**config.mk**
```make
export PLATFORM = sky130hd
export DESIGN_NAME = quadrature_wheel_odometer
export DESIGN_NICKNAME = d
export VERILOG_FILES = /design/src/rtl/qwo_pkg.sv /design/src/rtl/qwo_front.sv /design/src/rtl/qwo_cmd_fifo.sv /design/src/rtl/qwo_back.sv /design/src/rtl/quadrature_wheel_odometer.sv
export SDC_FILE = /design/constraint.sdc
export NUM_CORES = 2
export LEC_CHECK = 0
export ABC_AREA = 1
export ABC_CLOCK_PERIOD_IN_PS = 12500
export BUFFER_PORTS_ARGS = -buffer_cell sky130_fd_sc_hd__clkbuf_2
export CAP_MARGIN = 20
export CORE_UTILIZATION = 36
export CTS_CLUSTER_SIZE = 8
export DETAILED_ROUTE_END_ITERATION = 8
export PLACE_DENSITY = 0.62
export SLEW_MARGIN = 40
export SYNTH_ARGS = -nofsm -noshare
export SYNTH_HDL_FRONTEND = slang
export SYNTH_HIERARCHICAL = 1
export SYNTH_SLANG_ARGS = --single-unit
export TNS_END_PERCENT = 20
```
**constraint.sdc**
```tcl
create_clock -name i_clk -period 12.5 [get_ports i_clk]
set_input_delay 1.875 -clock i_clk [delete_from_list [all_inputs] [get_ports i_clk]]
set_output_delay 1.875 -clock i_clk [all_outputs]
set_load 0.01 [all_outputs]
```
**src/rtl/qwo_pkg.sv**
```systemverilog
// Shared types, constants and helpers for the quadrature wheel odometer.
`timescale 1ns / 1ps
`default_nettype none
package qwo_pkg;

    // Field and state widths
    localparam int CNT_W          = 32;
    localparam int DLT_W          = 16;
    localparam int DIST_W         = 64;
    localparam int SCALE_W        = 32;
    localparam int OUT_WHEELS     = 4;
    localparam int NUM_WHEELS_DEF = 4;
    localparam int Q_DEPTH        = 4;
    localparam int Q_PTR_W        = $clog2(Q_DEPTH);

    // Event kinds carried in tuser; code 3 is unused and ignored
    typedef enum logic [1:0] {
        FUNC_EDGE = 2'd0,
        FUNC_TICK = 2'd1,
        FUNC_CLR  = 2'd2
    } t_func;

    // Command kinds that travel from front to back
    typedef enum logic {
        CMD_TICK = 1'b0,
        CMD_CLR  = 1'b1
    } t_cmd_kind;

    // Push request from the front into the queue
    typedef struct packed {
        logic      valid;
        t_cmd_kind kind;
    } t_q_push;

    // Head of the queue as seen by the back
    typedef struct packed {
        logic      valid;
        t_cmd_kind kind;
    } t_q_head;

    // Wrapping count difference, saturated to signed 16 bits
    function automatic logic [DLT_W-1:0] sat_delta(input logic [CNT_W-1:0] now,
                                                   input logic [CNT_W-1:0] prev);
        logic [CNT_W-1:0] d;
        logic [DLT_W-1:0] r;
        d = now - prev;
        if (!d[CNT_W-1] && (d[CNT_W-2:DLT_W-1] != '0)) begin
            r = {1'b0, {(DLT_W-1){1'b1}}};
        end else if (d[CNT_W-1] && (d[CNT_W-2:DLT_W-1] != '1)) begin
            r = {1'b1, {(DLT_W-1){1'b0}}};
        end else begin
            r = d[DLT_W-1:0];
        end
        return r;
    endfunction

endpackage
`default_nettype wire

```
**src/rtl/qwo_front.sv**
```systemverilog
// Front end: tick counters per wheel, snapshots and saturated deltas on control ticks.
`timescale 1ns / 1ps
`default_nettype none
module qwo_front #(
    parameter int NUM_WHEELS = qwo_pkg::NUM_WHEELS_DEF
) (
    input  wire                                     i_clk,
    input  wire                                     i_rst_n,
    input  wire                                     i_accept,
    input  wire  [1:0]                              i_func,
    input  wire  [1:0]                              i_wheel,
    input  wire                                     i_edge_channel,
    input  wire                                     i_other_level,
    output qwo_pkg::t_q_push                        o_push,
    output logic [NUM_WHEELS*qwo_pkg::DLT_W-1:0]    o_dlt
);

    localparam int CW = qwo_pkg::CNT_W;
    localparam int DW = qwo_pkg::DLT_W;

    logic [CW-1:0] r_cnt  [NUM_WHEELS];
    logic [CW-1:0] r_snap [NUM_WHEELS];
    qwo_pkg::t_func func;
    logic is_edge;
    logic is_tick;
    logic up;

    // Decode the request
    always_comb begin
        func    = qwo_pkg::t_func'(i_func);
        is_edge = 1'b0;
        is_tick = 1'b0;
        o_push  = '0;
        case (func)
            qwo_pkg::FUNC_EDGE: begin
                is_edge = i_accept;
            end
            qwo_pkg::FUNC_TICK: begin
                is_tick       = i_accept;
                o_push.valid  = i_accept;
                o_push.kind   = qwo_pkg::CMD_TICK;
            end
            qwo_pkg::FUNC_CLR: begin
                o_push.valid  = i_accept;
                o_push.kind   = qwo_pkg::CMD_CLR;
            end
            default: begin
                o_push = '0;
            end
        endcase
        // channel A counts up with B high, channel B the reverse
        up = i_edge_channel ^ i_other_level;
    end

    // Deltas since the last control tick
    always_comb begin
        for (int i = 0; i < NUM_WHEELS; i++) begin
            o_dlt[i*DW +: DW] = qwo_pkg::sat_delta(r_cnt[i], r_snap[i]);
        end
    end

    // Counters and snapshots; wheels past the count never match
    always_ff @(posedge i_clk) begin
        if (!i_rst_n) begin
            for (int i = 0; i < NUM_WHEELS; i++) begin
                r_cnt[i]  <= '0;
                r_snap[i] <= '0;
            end
        end else begin
            for (int i = 0; i < NUM_WHEELS; i++) begin
                if (is_edge && (32'(i_wheel) == 32'(i))) begin
                    r_cnt[i] <= r_cnt[i] + (up ? CW'(1) : {CW{1'b1}});
                end
                if (is_tick) begin
                    r_snap[i] <= r_cnt[i];
                end
            end
        end
    end

endmodule
`default_nettype wire

```
**src/rtl/qwo_cmd_fifo.sv**
```systemverilog
// Short command queue between the front and the back.
`timescale 1ns / 1ps
`default_nettype none
module qwo_cmd_fifo #(
    parameter int NUM_WHEELS = qwo_pkg::NUM_WHEELS_DEF
) (
    input  wire                                     i_clk,
    input  wire                                     i_rst_n,
    input  qwo_pkg::t_q_push                        i_push,
    input  wire  [NUM_WHEELS*qwo_pkg::DLT_W-1:0]    i_dlt,
    input  wire                                     i_pop,
    output qwo_pkg::t_q_head                        o_head,
    output logic [NUM_WHEELS*qwo_pkg::DLT_W-1:0]    o_dlt,
    output logic                                    o_full
);

    localparam int DEPTH = qwo_pkg::Q_DEPTH;
    localparam int PW    = qwo_pkg::Q_PTR_W;
    localparam int EW    = NUM_WHEELS * qwo_pkg::DLT_W;

    logic [EW-1:0]            r_dlt  [DEPTH];
    qwo_pkg::t_cmd_kind       r_kind [DEPTH];
    logic [PW-1:0]            r_wr, n_wr;
    logic [PW-1:0]            r_rd, n_rd;
    logic [PW:0]              r_cnt, n_cnt;
    logic                     do_pop;

    // Head and status
    always_comb begin
        o_head.valid = (r_cnt != '0);
        o_head.kind  = r_kind[r_rd];
        o_dlt        = r_dlt[r_rd];
        o_full       = (r_cnt == (PW+1)'(DEPTH));
        do_pop       = i_pop && o_head.valid;
        n_wr         = i_push.valid ? r_wr + PW'(1) : r_wr;
        n_rd         = do_pop ? r_rd + PW'(1) : r_rd;
        n_cnt        = r_cnt + (PW+1)'(i_push.valid) - (PW+1)'(do_pop);
    end

    // Pointers
    always_ff @(posedge i_clk) begin
        if (!i_rst_n) begin
            r_wr  <= '0;
            r_rd  <= '0;
            r_cnt <= '0;
        end else begin
            r_wr  <= n_wr;
            r_rd  <= n_rd;
            r_cnt <= n_cnt;
        end
    end

    // Storage, no reset
    always_ff @(posedge i_clk) begin
        if (i_push.valid) begin
            r_dlt[r_wr]  <= i_dlt;
            r_kind[r_wr] <= i_push.kind;
        end
    end

endmodule
`default_nettype wire

```
**src/rtl/qwo_back.sv**
```systemverilog
// Back end: delta sum, scale multiply and saturating distance accumulation.
`timescale 1ns / 1ps
`default_nettype none
module qwo_back #(
    parameter int NUM_WHEELS = qwo_pkg::NUM_WHEELS_DEF
) (
    input  wire                                     i_clk,
    input  wire                                     i_rst_n,
    input  qwo_pkg::t_q_head                        i_head,
    input  wire  [NUM_WHEELS*qwo_pkg::DLT_W-1:0]    i_dlt,
    output logic                                    o_pop,
    input  wire  [qwo_pkg::SCALE_W-1:0]             i_scale,
    output logic                                    o_valid,
    input  wire                                     i_ready,
    output logic [qwo_pkg::DIST_W-1:0]              o_distance,
    output logic [qwo_pkg::OUT_WHEELS*qwo_pkg::DLT_W-1:0] o_dlt
);

    localparam int DW     = qwo_pkg::DLT_W;
    localparam int XW     = qwo_pkg::DIST_W;
    localparam int OW     = qwo_pkg::OUT_WHEELS * DW;
    localparam int SUM_W  = DW + $clog2(NUM_WHEELS);
    localparam int PROD_W = SUM_W + qwo_pkg::SCALE_W + 1;

    logic                      advance;
    logic [OW-1:0]             q_out_dlt;
    logic signed [SUM_W-1:0]   n_sum;

    logic                      r_s1_valid;
    qwo_pkg::t_cmd_kind        r_s1_kind;
    logic signed [SUM_W-1:0]   r_s1_sum;
    logic [OW-1:0]             r_s1_dlt;

    logic                      r_s2_valid;
    qwo_pkg::t_cmd_kind        r_s2_kind;
    logic signed [PROD_W-1:0]  r_s2_prod;
    logic [OW-1:0]             r_s2_dlt;

    logic signed [XW-1:0]      r_acc;
    logic signed [XW:0]        acc_sum;
    logic signed [XW-1:0]      n_acc;
    logic                      r_out_valid;
    logic [XW-1:0]             r_out_dist;
    logic [OW-1:0]             r_out_dlt;

    // Whole pipe moves when the output slot is free or being taken
    assign advance = !r_out_valid || i_ready;
    assign o_pop   = advance && i_head.valid;

    // Sum of all wheel deltas
    always_comb begin
        n_sum = '0;
        for (int i = 0; i < NUM_WHEELS; i++) begin
            n_sum = n_sum + SUM_W'($signed(i_dlt[i*DW +: DW]));
        end
    end

    // Output deltas; wheels missing under the parameter read zero
    for (genvar k = 0; k < qwo_pkg::OUT_WHEELS; k++) begin : g_out
        if (k < NUM_WHEELS) begin : g_have
            assign q_out_dlt[k*DW +: DW] = i_dlt[k*DW +: DW];
        end else begin : g_zero
            assign q_out_dlt[k*DW +: DW] = '0;
        end
    end

    // Saturating accumulate
    always_comb begin
        acc_sum = (XW+1)'(r_acc) + (XW+1)'(r_s2_prod);
        if (acc_sum[XW] != acc_sum[XW-1]) begin
            n_acc = acc_sum[XW] ? {1'b1, {(XW-1){1'b0}}} : {1'b0, {(XW-1){1'b1}}};
        end else begin
            n_acc = acc_sum[XW-1:0];
        end
    end

    // Stage valids and accumulator
    always_ff @(posedge i_clk) begin
        if (!i_rst_n) begin
            r_s1_valid  <= 1'b0;
            r_s2_valid  <= 1'b0;
            r_out_valid <= 1'b0;
            r_acc       <= '0;
        end else if (advance) begin
            r_s1_valid  <= i_head.valid;
            r_s2_valid  <= r_s1_valid;
            r_out_valid <= r_s2_valid && (r_s2_kind == qwo_pkg::CMD_TICK);
            if (r_s2_valid) begin
                if (r_s2_kind == qwo_pkg::CMD_TICK) begin
                    r_acc <= n_acc;
                end else begin
                    r_acc <= '0;
                end
            end
        end
    end

    // Stage payloads
    always_ff @(posedge i_clk) begin
        if (advance) begin
            r_s1_kind  <= i_head.kind;
            r_s1_sum   <= n_sum;
            r_s1_dlt   <= q_out_dlt;
            r_s2_kind  <= r_s1_kind;
            r_s2_prod  <= PROD_W'(r_s1_sum) * PROD_W'($signed({1'b0, i_scale}));
            r_s2_dlt   <= r_s1_dlt;
            r_out_dist <= n_acc;
            r_out_dlt  <= r_s2_dlt;
        end
    end

    assign o_valid    = r_out_valid;
    assign o_distance = r_out_dist;
    assign o_dlt      = r_out_dlt;

endmodule
`default_nettype wire

```
**src/rtl/quadrature_wheel_odometer.sv**
```systemverilog
// Top level of the four-wheel quadrature odometer.
//
//  channel | direction | handshake                     | payload
//  --------+-----------+-------------------------------+-------------------------------
//  s_axis  | in        | s_axis_tvalid / s_axis_tready | tuser func, tdata edge info
//  m_axis  | out       | m_axis_tvalid / m_axis_tready | distance and four wheel deltas
//  cfg     | in        | i_cfg_valid / o_cfg_ready     | distance per tick, 32 bits
//
// One request is taken every cycle; ready drops only while the four-entry command
// queue is full. Edge events update the counter registers when taken; a control
// tick is written into the queue when taken and passes through the sum, multiply
// and accumulate stages to the output register. The back pipeline holds while a
// result waits on m_axis.
// Reset is synchronous active low and clears counters, snapshots, distance
// and the scale register.
`timescale 1ns / 1ps
`default_nettype none
module quadrature_wheel_odometer #(
    parameter int NUM_WHEELS = qwo_pkg::NUM_WHEELS_DEF
) (
    input  wire          i_clk,
    input  wire          i_rst_n,
    input  wire          s_axis_tvalid,
    output logic         s_axis_tready,
    input  wire  [7:0]   s_axis_tdata,   // wheel[1:0], edge_channel[2], other_level[3], zero pad
    input  wire  [1:0]   s_axis_tuser,   // func[1:0]
    output logic         m_axis_tvalid,
    input  wire          m_axis_tready,
    output logic [127:0] m_axis_tdata,   // distance[63:0], delta_wheel0..3 at [79:64] upward
    input  wire          i_cfg_valid,
    output logic         o_cfg_ready,
    input  wire  [31:0]  i_cfg_data
);

    localparam int EW = NUM_WHEELS * qwo_pkg::DLT_W;

    logic                       accept;
    logic                       q_full;
    logic                       pop;
    qwo_pkg::t_q_push           push;
    qwo_pkg::t_q_head           head;
    logic [EW-1:0]              front_dlt;
    logic [EW-1:0]              head_dlt;
    logic [qwo_pkg::SCALE_W-1:0] r_scale;

    assign s_axis_tready = !q_full;
    assign accept        = s_axis_tvalid && s_axis_tready;
    assign o_cfg_ready   = 1'b1;

    // Scale register
    always_ff @(posedge i_clk) begin
        if (!i_rst_n) begin
            r_scale <= '0;
        end else if (i_cfg_valid) begin
            r_scale <= i_cfg_data;
        end
    end

    qwo_front #(.NUM_WHEELS(NUM_WHEELS)) u_front (
        .i_clk          (i_clk),
        .i_rst_n        (i_rst_n),
        .i_accept       (accept),
        .i_func         (s_axis_tuser),
        .i_wheel        (s_axis_tdata[1:0]),
        .i_edge_channel (s_axis_tdata[2]),
        .i_other_level  (s_axis_tdata[3]),
        .o_push         (push),
        .o_dlt          (front_dlt)
    );

    qwo_cmd_fifo #(.NUM_WHEELS(NUM_WHEELS)) u_fifo (
        .i_clk   (i_clk),
        .i_rst_n (i_rst_n),
        .i_push  (push),
        .i_dlt   (front_dlt),
        .i_pop   (pop),
        .o_head  (head),
        .o_dlt   (head_dlt),
        .o_full  (q_full)
    );

    qwo_back #(.NUM_WHEELS(NUM_WHEELS)) u_back (
        .i_clk      (i_clk),
        .i_rst_n    (i_rst_n),
        .i_head     (head),
        .i_dlt      (head_dlt),
        .o_pop      (pop),
        .i_scale    (r_scale),
        .o_valid    (m_axis_tvalid),
        .i_ready    (m_axis_tready),
        .o_distance (m_axis_tdata[63:0]),
        .o_dlt      (m_axis_tdata[127:64])
    );

endmodule
`default_nettype wire

```
Word level (Yosys, flattened, before mapping)
Memories as Yosys holds them, arrays and structs flattened. A register that Yosys moved wholly into a read port is not among the register bits.
Index checks and enable logic that the tools add are counted.
{"block": "op_classes", "reduce_logical": 31, "div": 0, "order_cmp": 0, "n_bitwise": 10, "n_eq_ne": 11, "addsub": 16, "n_mux": 43, "multipliers": 1, "n_shift": 0}
{"op": "two-way mux 32 bit", "n": 9}
{"op": "two-way mux 64 bit", "n": 3}
{"op": "adder 32 bit", "n": 4}
{"op": "two-way mux 16 bit", "n": 8}
{"op": "subtractor 32 bit", "n": 4}
{"op": "adder 64 x 51 -> 65 bit", "n": 1}
{"op": "inequality test 16 bit, second input constant", "n": 4}
{"op": "nonzero test 16 bit", "n": 4}
{"op": "multiplier 18 x 33 -> 51 bit", "n": 1}
{"op": "two-way mux 1 bit", "n": 20}
{"op": "adder 17 x 16 -> 18 bit", "n": 1}
{"op": "adder 18 x 16 -> 18 bit", "n": 1}
{"op": "adder 16 x 16 -> 17 bit", "n": 1}
{"op": "logical AND 1 bit", "n": 16}
{"op": "bitwise OR 1 bit", "n": 8}
{"op": "== test 2 bit, second input constant", "n": 3}
{"op": "zero test 1 bit", "n": 6}
{"op": "adder 2 x 1 -> 2 bit, second input constant", "n": 2}
{"op": "== test 2 x 1 -> 1 bit, second input constant", "n": 2}
{"op": "zero test 2 bit", "n": 2}
{"op": "two-way mux 2 bit", "n": 2}
{"op": "one-hot mux 2 bit (2 select lines)", "n": 1}
{"op": "adder 3 x 1 -> 3 bit", "n": 1}
{"op": "== test 3 bit, second input constant", "n": 1}
{"op": "other kinds (7)", "n": 7}
{"block": "word_totals", "word_cells": 131, "ramBits": 516, "output_inout_bits": 131, "memories": 4, "romBits": 0, "in_bits": 47, "latchBits": 0, "reg_bits": 432}
{"memory": "u_fifo.r_dlt", "depth": 4, "word_bits": 64, "rd": 1, "rd_ports_with_merged_regs": 1, "wr": 1, "line_no": "qwo_cmd_fifo.sv:21", "source": "logic [EW-1:0] r_dlt [DEPTH];"}
{"memory": "u_front.r_cnt", "depth": 4, "word_bits": 32, "rd": 4, "rd_ports_with_merged_regs": 0, "wr": 4, "line_no": "qwo_front.sv:21", "source": "logic [CW-1:0] r_cnt [NUM_WHEELS];"}
{"memory": "u_front.r_snap", "depth": 4, "word_bits": 32, "rd": 4, "rd_ports_with_merged_regs": 0, "wr": 4, "line_no": "qwo_front.sv:22", "source": "logic [CW-1:0] r_snap [NUM_WHEELS];"}
{"memory": "u_fifo.r_kind", "depth": 4, "word_bits": 1, "rd": 1, "rd_ports_with_merged_regs": 1, "wr": 1, "line_no": "qwo_cmd_fifo.sv:22", "source": "qwo_pkg::t_cmd_kind r_kind [DEPTH];"}

Logic depth before layout (Yosys ltp)
{"block": "depth", "word_depth": 9, "depth_mapped": 28}

Modules after synthesis
Netlist, hierarchy kept.
{"mod": "qwo_back", "cells_each": 4514, "area_per_inst_um2": 38971.1, "instances": 1, "seq_area_each_um2": 11160.7}
{"mod": "qwo_front", "cells_each": 4218, "area_per_inst_um2": 27079.7, "instances": 1, "seq_area_each_um2": 7687.4}
{"mod": "qwo_cmd_fifo", "cells_each": 690, "area_per_inst_um2": 10427.5, "instances": 1, "seq_area_each_um2": 7987.7}
{"mod": "quadrature_wheel_odometer", "cells_each": 207, "area_per_inst_um2": 1357.6, "instances": 1, "seq_area_each_um2": 640.6}

Worst setup path before layout
Ideal clock, no wire load.
{"block": "synth_timing", "path_kind": "input to register", "startpoint": "input m_axis_tready", "endpoint": "register u_fifo.r_cnt[1]", "setup_slack_ns": 2.353, "required_time_ns": 12.391, "stages": 11, "setup_time_ns": 0.109, "t_arrival_ns": 10.038, "path_cell_list": "nor2_1 > inv_1 > nand2_1 > inv_1 > a21boi_0 > ha_1 > inv_1 > ha_1 > fa_1 > nand2_1 > inv_1"}
{"block": "synth_via", "elab_chain_cells": 4}
{"element": "from (decl)", "line_no": "quadrature_wheel_odometer.sv:28", "source": "input wire m_axis_tready,"}
{"element": "logical OR 1 bit", "line_no": "qwo_back.sv:47", "source": "assign advance = !r_out_valid || i_ready;"}
{"element": "logical AND 1 bit", "line_no": "qwo_back.sv:48", "source": "assign o_pop = advance && i_head.valid;"}
{"element": "via pop", "line_no": "quadrature_wheel_odometer.sv:39", "source": "logic pop;"}
{"element": "logical AND 1 bit", "line_no": "qwo_cmd_fifo.sv:34", "source": "do_pop = i_pop && o_head.valid;"}
{"element": "via u_fifo.do_pop", "line_no": "qwo_cmd_fifo.sv:26", "source": "logic do_pop;"}
{"element": "subtractor 3 x 1 -> 3 bit", "line_no": "qwo_cmd_fifo.sv:37", "source": "n_cnt = r_cnt + (PW+1)'(i_push.valid) - (PW+1)'(do_pop);"}
{"element": "via u_fifo.n_cnt[1]", "line_no": "qwo_cmd_fifo.sv:25", "source": "logic [PW:0] r_cnt, n_cnt;"}
{"element": "to (signal assigned)", "line_no": "qwo_cmd_fifo.sv:49", "source": "r_cnt <= n_cnt;"}
{"element": "to (decl)", "line_no": "qwo_cmd_fifo.sv:25"}
The timed path passes the listed nets, and every way through them passes these cells.
A chain may end at the register's enable or synchronous reset.

Worst setup path after layout
{"block": "layout_timing", "startpoint": "register u_back.r_s1_sum[17]", "endpoint": "register u_back.r_s2_prod[48] (data pin)"}
{"block": "layout_via", "elab_chain_cells": 1}
{"element": "from (decl)", "line_no": "qwo_back.sv:31", "source": "logic signed [SUM_W-1:0] r_s1_sum;"}
{"element": "from (signal assigned)", "line_no": "qwo_back.sv:102", "source": "r_s1_sum <= n_sum;"}
{"element": "multiplier 18 x 33 -> 51 bit", "line_no": "qwo_back.sv:105", "source": "r_s2_prod <= PROD_W'(r_s1_sum) * PROD_W'($signed({1'b0, i_scale}));"}
{"element": "to (signal assigned)", "line_no": "qwo_back.sv:105"}
{"element": "to (decl)", "line_no": "qwo_back.sv:36", "source": "logic signed [PROD_W-1:0] r_s2_prod;"}
No other way between the ends.

==> impl_metrics.yaml <==
route:
  vias: 60850
  drt_iter0_markers: 3925
  wirelength_um: 210400
  antenna_left: 0
  first_pass_iters: 7
  viasPerCell: 4.801
  wl_per_cell_um: 16.60
  drc: 0
final_layout:
  area_growth_pct: 10.39
  drive_gt1_share_pct: 7.128
  fillCellCount: 21710
  nets: 10830
  final_core_util_pct: 39.99
  final_cells: 12670
  finalInstanceArea_um2: 85920
clock_tree:
  clock_sinks: 951
  cts_root_buf: "clkbuf_16"
  ctsHoldBuffers: 0
  clockBufferDepth: 3
  post_cts.repair.setup_buffers: 0
  tritoncts: "done"
  htreeDepth: 4
  clk_pin_slew_ps: 70
  clock_latency_ps: 820
  cts_resized: 0
  cts_made_buffers: 142
timing:
  tns_ps: 0
  skew_ps: 49.36
  max_freq_mhz: 143.9
  setup_violations: 0
  min_period_ps: 6948
  rsz0062_at_grt: "false"
  tightest_slew_ps: 901.8
  finalHoldViolCount: 0
  maxSlewHeadroom_pct: 39.88
  slew_viol_final: 0
  period_share_pct: 55.59
yosys:
  async_flop_share_pct: 0
  ys.flop_type: "edfxtp_1"
  yosys.area.top_type_share_pct: 32.52
  synth_area_leaders: "edfxtp_1, fa_1, nand2_1, inv_1, ha_1"
  synth_area_leader_cell: "edfxtp_1"
  synth_edf_count: 843
  yosys_warnings: 6
  synthTopCellsByCount: "nand2_1, inv_1, nor2_1, edfxtp_1, fa_1"
  seq_area_frac_synth_pct: 35.30
  yosysUniqueCellTypes: 64
  syn_area_per_cell_um2: 8.083
  synth_fp_nets: 10700
  yosysMostFrequentCell: "nand2_1"
  synthCells: 9629
  ys_ff_latch: 951
  synth_area_um2: 77840
die:
  die_w_um: 467.0
  row_count: 170
  die-area_um2: 218100
  start_util_pct: 36.23
  coreArea_um2: 214800
  die_y_um: 467.0
  ios: 178
setup_path:
  endpoint_kind: "flop"
  path_cells: "inv_1, buf_4, nor2_1, fa_1, inv_1, fa_1, inv_1, fa_1, fa_1, fa_1, inv_1, fa_1, inv_1, ha_1, nand2_1, nor2_1, inv_1, nor2_1, inv_1, nor3_1, nand4_1, nand3_1, a31oi_1, xor2_1"
  rrSetupSlack_ps: 5550
  arrival_ps: 7490
  r2r_start: "u_back/r_s1_sum[17]"
  crit_fanout: 33
  slowest_stage: "fa_1"
  r2r-end: "u_back/r_s2_prod[48]"
  crit_type: "flop to flop"
  crit_top_cell: "inv_1"
  worst_setup_path_start_kind: "flop"
  worstPathRequired_ps: 13040
  reg2reg_depth: 24
  max_stage_delay_ps: 590
placement:
  dpl_cell_area_um2: 81710
  gp_congestion: 0.9168
  io_buffers: 172
  dp_hpwl_um: 160500
  dp.cells: 12460
job:
  maxCapViolations: 0
run_status:
  status: "finished, final reports clean"
hold_path:
  hold-path-cell-count: 0
  hp-start: "u_back/r_s2_dlt[15]"
  whs_endpoint: "u_back/o_dlt[15]"
  hold_class: "flop to flop"
global_routing:
  grt_pass1_vias: 61020
  grt.total_usage_pct: 19.42
  grt_overflow_total: 0
  antenna_found_initial: 4
  grt_pass1_wl_um: 332500
  grt_max_degree: 80
-- registers in the layout (all words and copies together), names as in the netlist, named ones only --
register,count
u_front/r_cnt,128
u_fifo/r_wr,2
u_fifo/r_rd,2
u_fifo/r_dlt,256
u_back/r_s2_kind,1
u_back/r_s1_valid,1
u_back/r_s2_valid,1
u_back/r_s1_dlt,64
u_back/r_s2_prod,51
u_back/r_acc,64
u_back/r_s1_sum,18
u_fifo/r_kind,4
u_back/o_valid,1
u_back/r_s2_dlt,64
u_front/r_snap,128
u_fifo/r_cnt,3
u_back/o_dlt,64
u_back/o_distance,64
u_back/r_s1_kind,1
r_scale,32
-- area by class of cell --
class	instances	area, um^2	area share (%)
Multi-Input combinational cell	6432	41780	48.63
Sequential cell	951	27510	32.02
Inverter	2013	7569	8.809
Clock buffer	189	3822	4.449
Tap cell	2838	3551	4.133
Timing Repair Buffer	226	1333	1.551
Clock inverter	23	346.6	0.4034
Antenna cell	2	5.005	0.005825
-- metal layers --
layer / vias up / share of wire [%] / wire (um) / global-route usage (%)
li1: 30330 / - / - / -
met1: 28780 / 43 / 89720 / 23.82
met2: 1357 / 49 / 103200 / 34.12
met3: 380 / 4.5 / 9452 / 2.720
met4: 0 / 3.8 / 7957 / 7.746
met5: - / 0 / 0 / 0
-- cells in the final DEF (no fill, tap or decap), types with 37 or more instances in the layout --
| cell type | n |
|---|---|
| nand2_1 | 2626 |
| inv_1 | 1991 |
| nor2_1 | 897 |
| edfxtp_1 | 843 |
| fa_1 | 523 |
| a21oi_1 | 512 |
| ha_1 | 496 |
| o21ai_0 | 267 |
| nand3_1 | 227 |
| clkbuf_2 | 171 |
| clkbuf_16 | 144 |
| xor2_1 | 123 |
| dfxtp_1 | 81 |
| nand2_2 | 80 |
| nor3_1 | 62 |
| o21ai_1 | 61 |
| nand4_1 | 51 |
| o21bai_1 | 45 |
| buf_4 | 41 |
| clkbuf_1 | 40 |
| nand3b_1 | 39 |
| xnor2_1 | 37 |
-- worst max-delay path by stage --
stage | startpoint | endpoint | slack [ps] | depth (start not counted)
2_1_floorplan | m_axis_tready | u_fifo/r_cnt[1] | 2350 | 11
3_3_place_gp | r_scale[26] | u_back/r_s2_prod[48] | 5570 | 23
3_5_place_dp | r_scale[4] | u_back/r_s2_prod[49] | 5670 | 19
4_1_cts | r_scale[4] | u_back/r_s2_prod[49] | 5640 | 19
5_1_grt | u_back/r_s1_sum[17] | u_back/r_s2_prod[43] | 5340 | 20
6_report | u_back/r_s1_sum[17] | u_back/r_s2_prod[48] | 5550 | 24
-- per-stage QoR --
step           hold slack, ps  worst slack, ps
2_1_floorplan           400.3             2353
3_3_place_gp            404.2             5568
3_5_place_dp            404.5             5675
4_1_cts                 388.0             5641
5_1_grt                 398.8             5342
6_report                394.1             5552
-- cells by family (layout without fill, tap and decap cells) --
logic type               count (synthesis)  count (layout)  share of synthesized area [%]
buffers and inverters                 2246            2451                          11.27
adder cells (fa/ha/maj)               1019            1019                          21.42
flip-flops                             951             951                          35.30
AND/OR/NAND/NOR                       4115            4115                          21.65
XOR/XNOR                               164             164                          1.913
other                                    1               3                       0.004818
AO/OA/AOI/OAI                         1133            1133                          8.436
-- critical path, delay by kind of cell (launching register included) --
| kind | cells | cell delay (ps) |
|---|---|---|
| compound gates | 1 | 130 |
| fa+ha+maj | 7 | 3620 |
| buf+inv | 8 | 840 |
| xor+xnor | 1 | 160 |
| flops | 1 | 400 |
| simple gates | 7 | 1480 |
Power is not shown: default switching activity piles up to over one toggle a cycle in this logic, so the estimate is an artifact.
